===== config.mk =====
export PLATFORM = sky130hd
export DESIGN_NAME = rbl_win_cell
export DESIGN_NICKNAME = d
export VERILOG_FILES = /design/src/design/rbl_pkg.sv /design/src/design/rbl_win_cell.sv
export SDC_FILE = /design/constraint.sdc
export NUM_CORES = 1
export LEC_CHECK = 0
export BUFFER_PORTS_ARGS = -buffer_cell sky130_fd_sc_hd__buf_2
export CAP_MARGIN = 20
export CORE_UTILIZATION = 48
export DETAILED_ROUTE_END_ITERATION = 12
export HOLD_SLACK_MARGIN = 0.1
export PLACE_DENSITY = 0.86
export RECOVER_POWER = 25
export SETUP_SLACK_MARGIN = 0.5
export SLEW_MARGIN = 20
export SYNTH_ARGS = -nofsm -noshare
export SYNTH_HDL_FRONTEND = slang
export SYNTH_SLANG_ARGS = --single-unit
export TNS_END_PERCENT = 50

===== constraint.sdc =====
create_clock -name clk -period 1.65 [get_ports clk]
set_input_delay 0.4125 -clock clk [delete_from_list [all_inputs] [get_ports clk]]
set_output_delay 0.4125 -clock clk [all_outputs]
set_load 0.1 [all_outputs]

===== src/design/rbl_pkg.sv =====
// ----------------------------------------------------------------------------
// rbl_pkg: shared types and constants of the rgb 3x3 blur
// widths, config register indexes, kernel weights and the reciprocal
// used for the divide by the kernel total
// ----------------------------------------------------------------------------
package rbl_pkg;

  // pixel layout: red in the top byte, blue in the bottom byte
  localparam int CH_W    = 8;
  localparam int NUM_CH  = 3;
  localparam int PIX_W   = CH_W * NUM_CH;
  localparam int WIN_COLS = 3;

  typedef logic [PIX_W-1:0] rbl_pix_t;

  // one window column: row above, current row, row below
  typedef struct packed {
    rbl_pix_t top;
    rbl_pix_t mid;
    rbl_pix_t bot;
  } rbl_col_t;

  // neighbor masks and end of frame for one result position
  typedef struct packed {
    logic up;
    logic down;
    logic left;
    logic right;
    logic last;
  } rbl_pos_t;

  typedef enum logic {
    OPC_PIXEL = 1'b0,
    OPC_DRAIN = 1'b1
  } rbl_opcode_t;

  // configuration port
  localparam int CFG_IDX_W  = 1;
  localparam int CFG_DATA_W = 16;
  localparam int FRAME_W_W  = 12;
  localparam int FRAME_H_W  = 16;

  localparam logic [CFG_IDX_W-1:0] CFG_FRAME_WIDTH  = 1'b0;
  localparam logic [CFG_IDX_W-1:0] CFG_FRAME_HEIGHT = 1'b1;

  localparam logic [FRAME_W_W-1:0] FRAME_W_RESET = 12'd640;
  localparam logic [FRAME_H_W-1:0] FRAME_H_RESET = 16'd480;

  localparam int MAX_WIDTH_DEF = 2048;

  // kernel weights, total 167
  localparam int WGT_W = 5;
  localparam logic [WGT_W-1:0] WEIGHT_CORNER = 5'd17;
  localparam logic [WGT_W-1:0] WEIGHT_EDGE   = 5'd19;
  localparam logic [WGT_W-1:0] WEIGHT_CENTER = 5'd23;

  // weighted sum per channel stays at or below 167 * 255
  localparam int SUM_W = 16;
  localparam logic [SUM_W-1:0] SUM_MAX = 16'd42585;

  // floor(s / 167) = (s * 50232) >> 23, exact for s <= 42585
  localparam int RECIP_W     = 16;
  localparam int RECIP_SHIFT = 23;
  localparam logic [RECIP_W-1:0] RECIP = 16'd50232;
  localparam int PROD_W = SUM_W + RECIP_W;

endpackage


===== src/design/rbl_win_cell.sv =====
// ----------------------------------------------------------------------------
// rbl_win_cell: one column of the 3x3 window
// loads its right neighbor's column, or the new column, on every window shift
// ----------------------------------------------------------------------------
module rbl_win_cell import rbl_pkg::*; (
  input  logic     clk,
  input  logic     rst_n,
  input  logic     shift_en,
  input  rbl_col_t col_in,
  output rbl_col_t col_out
);

  rbl_col_t col_r;

  always_ff @(posedge clk) begin
    if (!rst_n) begin
      col_r <= '0;
    end else if (shift_en) begin
      col_r <= col_in;
    end
  end

  assign col_out = col_r;

endmodule


==> results.json <==
{
  "grt_pass1_wl_mm": 11.7,
  "cts_tree": "yes",
  "die_y_um": 77.8,
  "postSynthCellCount": 232,
  "synth.area.top_cells": "dfxtp_1 52%, mux2i_1 26%, nor2b_1 16%",
  "drive_gt1_share_pct": 63.0,
  "drt-wirelength-per-cell_um": 19.0,
  "reg2reg_to": "col_out[15]",
  "crit_slowest_cell": "dfxtp_2",
  "synth_compound_area_share_pct": 0,
  "die_area_sq_mm": 0.00606,
  "crit_path_start_kind": "flop",
  "postRouteAntennaNets": 0,
  "largest_reg_flops": 72,
  "htreeDepth": 3,
  "yosysWarnings": 0,
  "grt_max_degree": 73,
  "synth_area_per_cell_sq_um": 11.9,
  "drcViolationCount": 0,
  "total_power_mw": 4.98,
  "end_kind": "output pin",
  "min_from": "col_in[31]",
  "synthDistinctLibCells": 7,
  "ir_drop_mv": 0.657,
  "post-place-ws_ns": 0.200,
  "crit_required_ns": 1.24,
  "cpLargestDelayFamily": "flip-flops",
  "worstRegToRegCells": 4,
  "reg2reg_from": "col_out[15]",
  "rsz0062_at_grt": "yes",
  "finClkSkew_ns": 0,
  "status": "finished, final reports clean",
  "cts_buffers": 9,
  "cp.arrival_ns": 0.91,
  "synth_top_area_share_pct": 52.2,
  "antenna_found_initial": 0,
  "slew_violations": 0,
  "die_w_um": 77.8,
  "gr-usage-all-layers_pct": 25.6,
  "slowest_delay_ns": 0.39,
  "port_buffers": 146,
  "path_max_fanout": 2,
  "vias": 2352,
  "dpl.cell_count": 438,
  "ys_seq_area_share_pct": 52.2,
  "fp-row-count": 27,
  "powerDensity_mw_per_mm2": 1000,
  "fin_util_pct": 89.8,
  "area.growth.synth_to_final_pct": 80.3,
  "yosys_register_bits": 72,
  "whs_path_depth": 3,
  "max_cap_violations": 0,
  "grt-ovfl-total": 0,
  "setup_viol": 0,
  "slew_headroom_pct": 27.1,
  "hold_violations": 0,
  "min_to": "col_out[31]",
  "drt-initial-drc-count": 91,
  "holdWs_ns": 0.339,
  "fin_area_sq_mm": 0.00498,
  "coreArea_sq_mm": 0.00554,
  "p_leak_nw": 2.28,
  "start_util_pct": 49.8,
  "fin_crit_sh_pct": 80.0,
  "drt_wl_total_mm": 8.90,
  "final_nets": 465,
  "hp-class": "in -> reg",
  "final_cell_mix": "74 x buf_12, 72 x mux2i_1, 72 x nor2b_1, 72 x buf_2, 65 x dfxtp_2",
  "cts_sinks": 72,
  "firstDrtPassIters": 4,
  "post_dp_cell_area_sq_mm": 0.00358,
  "worst_slew_pin_slew_ns": 1.09,
  "synth.largest_area_cell": "dfxtp_1",
  "gp_congestion": 0.683,
  "antenna_cells": 0,
  "syn-num-nets": 307,
  "path_clk_slew_ns": 0.08,
  "synth_top_family_by_area": "multiplexers",
  "clkLatencyLatePin_ns": 0.34,
  "grt_pass1_vias": 2375,
  "clockRootBuffer": "clkbuf_8",
  "netlist_area_sq_mm": 0.00276,
  "rrSetupSlack_ns": 0.75,
  "max_freq_ghz": 0.757,
  "stdcell_count": 467,
  "synthXorXnorAreaFrac_pct": 0,
  "path_cells": "buf_12",
  "pin_count": 147,
  "post-dp-hpwl_mm": 3.91,
  "crit_buf_inv": 1,
  "vias_per_cell": 5.04,
  "critPathKind": "reg -> out",
  "synthAdderAreaFrac_pct": 0,
  "fin_tns_setup_ns": 0,
  "finalCriticalPeriod_ns": 1.32,
  "clockBufferDepth": 2,
  "final_common_cell": "buf_12",
  "setup_ws_ns": 0.329,
  "synthMuxAreaShare_pct": 26.1,
  "yosys.area_share.simple_pct": 16.3
}
-- cell type report --
type	instances	area, sq um
Clock buffer	13	159
Tap cell	72	90.1
Sequential cell	72	1550
Multi-Input combinational cell	144	1170
Clock inverter	3	40.0
Fill cell	222	564
Timing Repair Buffer	163	1970
-- how the worst max path moves through the flow --
stage                start  cells after the start     endpoint  slack [ns]
5_1_grt         col_out[7]                      1   col_out[7]        0.31
6_report       col_out[59]                      1  col_out[59]        0.33
2_1_floorplan     shift_en                      4   col_out[0]        0.59
3_3_place_gp         rst_n                      2  col_out[59]        0.23
4_1_cts        col_out[20]                      1  col_out[20]        0.34
3_5_place_dp         rst_n                      2  col_out[54]        0.20
-- Yosys cell counts --
cell,count
mux2i_1,72
buf_8,7
nor2b_1,72
clkbuf_2,1
buf_6,1
clkbuf_1,7
dfxtp_1,72
-- repair_timing --
item,CTS,global route
resized for setup,245,50
setup buffers,2,11
hold buffers,0,0
endpoints found under the setup margin,72,129
-- layer usage --
metal,wire length (um),vias to the layer above,GRT usage (%)
met5,0,-,0
met3,634,12,7.29
met4,104,0,11.5
met1,3260,1150,27.0
li1,-,1087,-
met2,4890,103,46.8
-- cells by family after synthesis --
family / after synthesis
buffers and inverters: 16
DFF: 72
muxes: 72
and+or+nand+nor: 72
-- report_power, final --
group / switching [mW] / internal, mW / total (mW) / leakage [nW]
clock: 0.631 / 0.778 / 1.41 / 0.103
sequential: 0.121 / 1.86 / 1.98 / 0.622
combinational: 0.985 / 0.609 / 1.59 / 1.55
No activity file was read; power rests on OpenSTA's default activity.
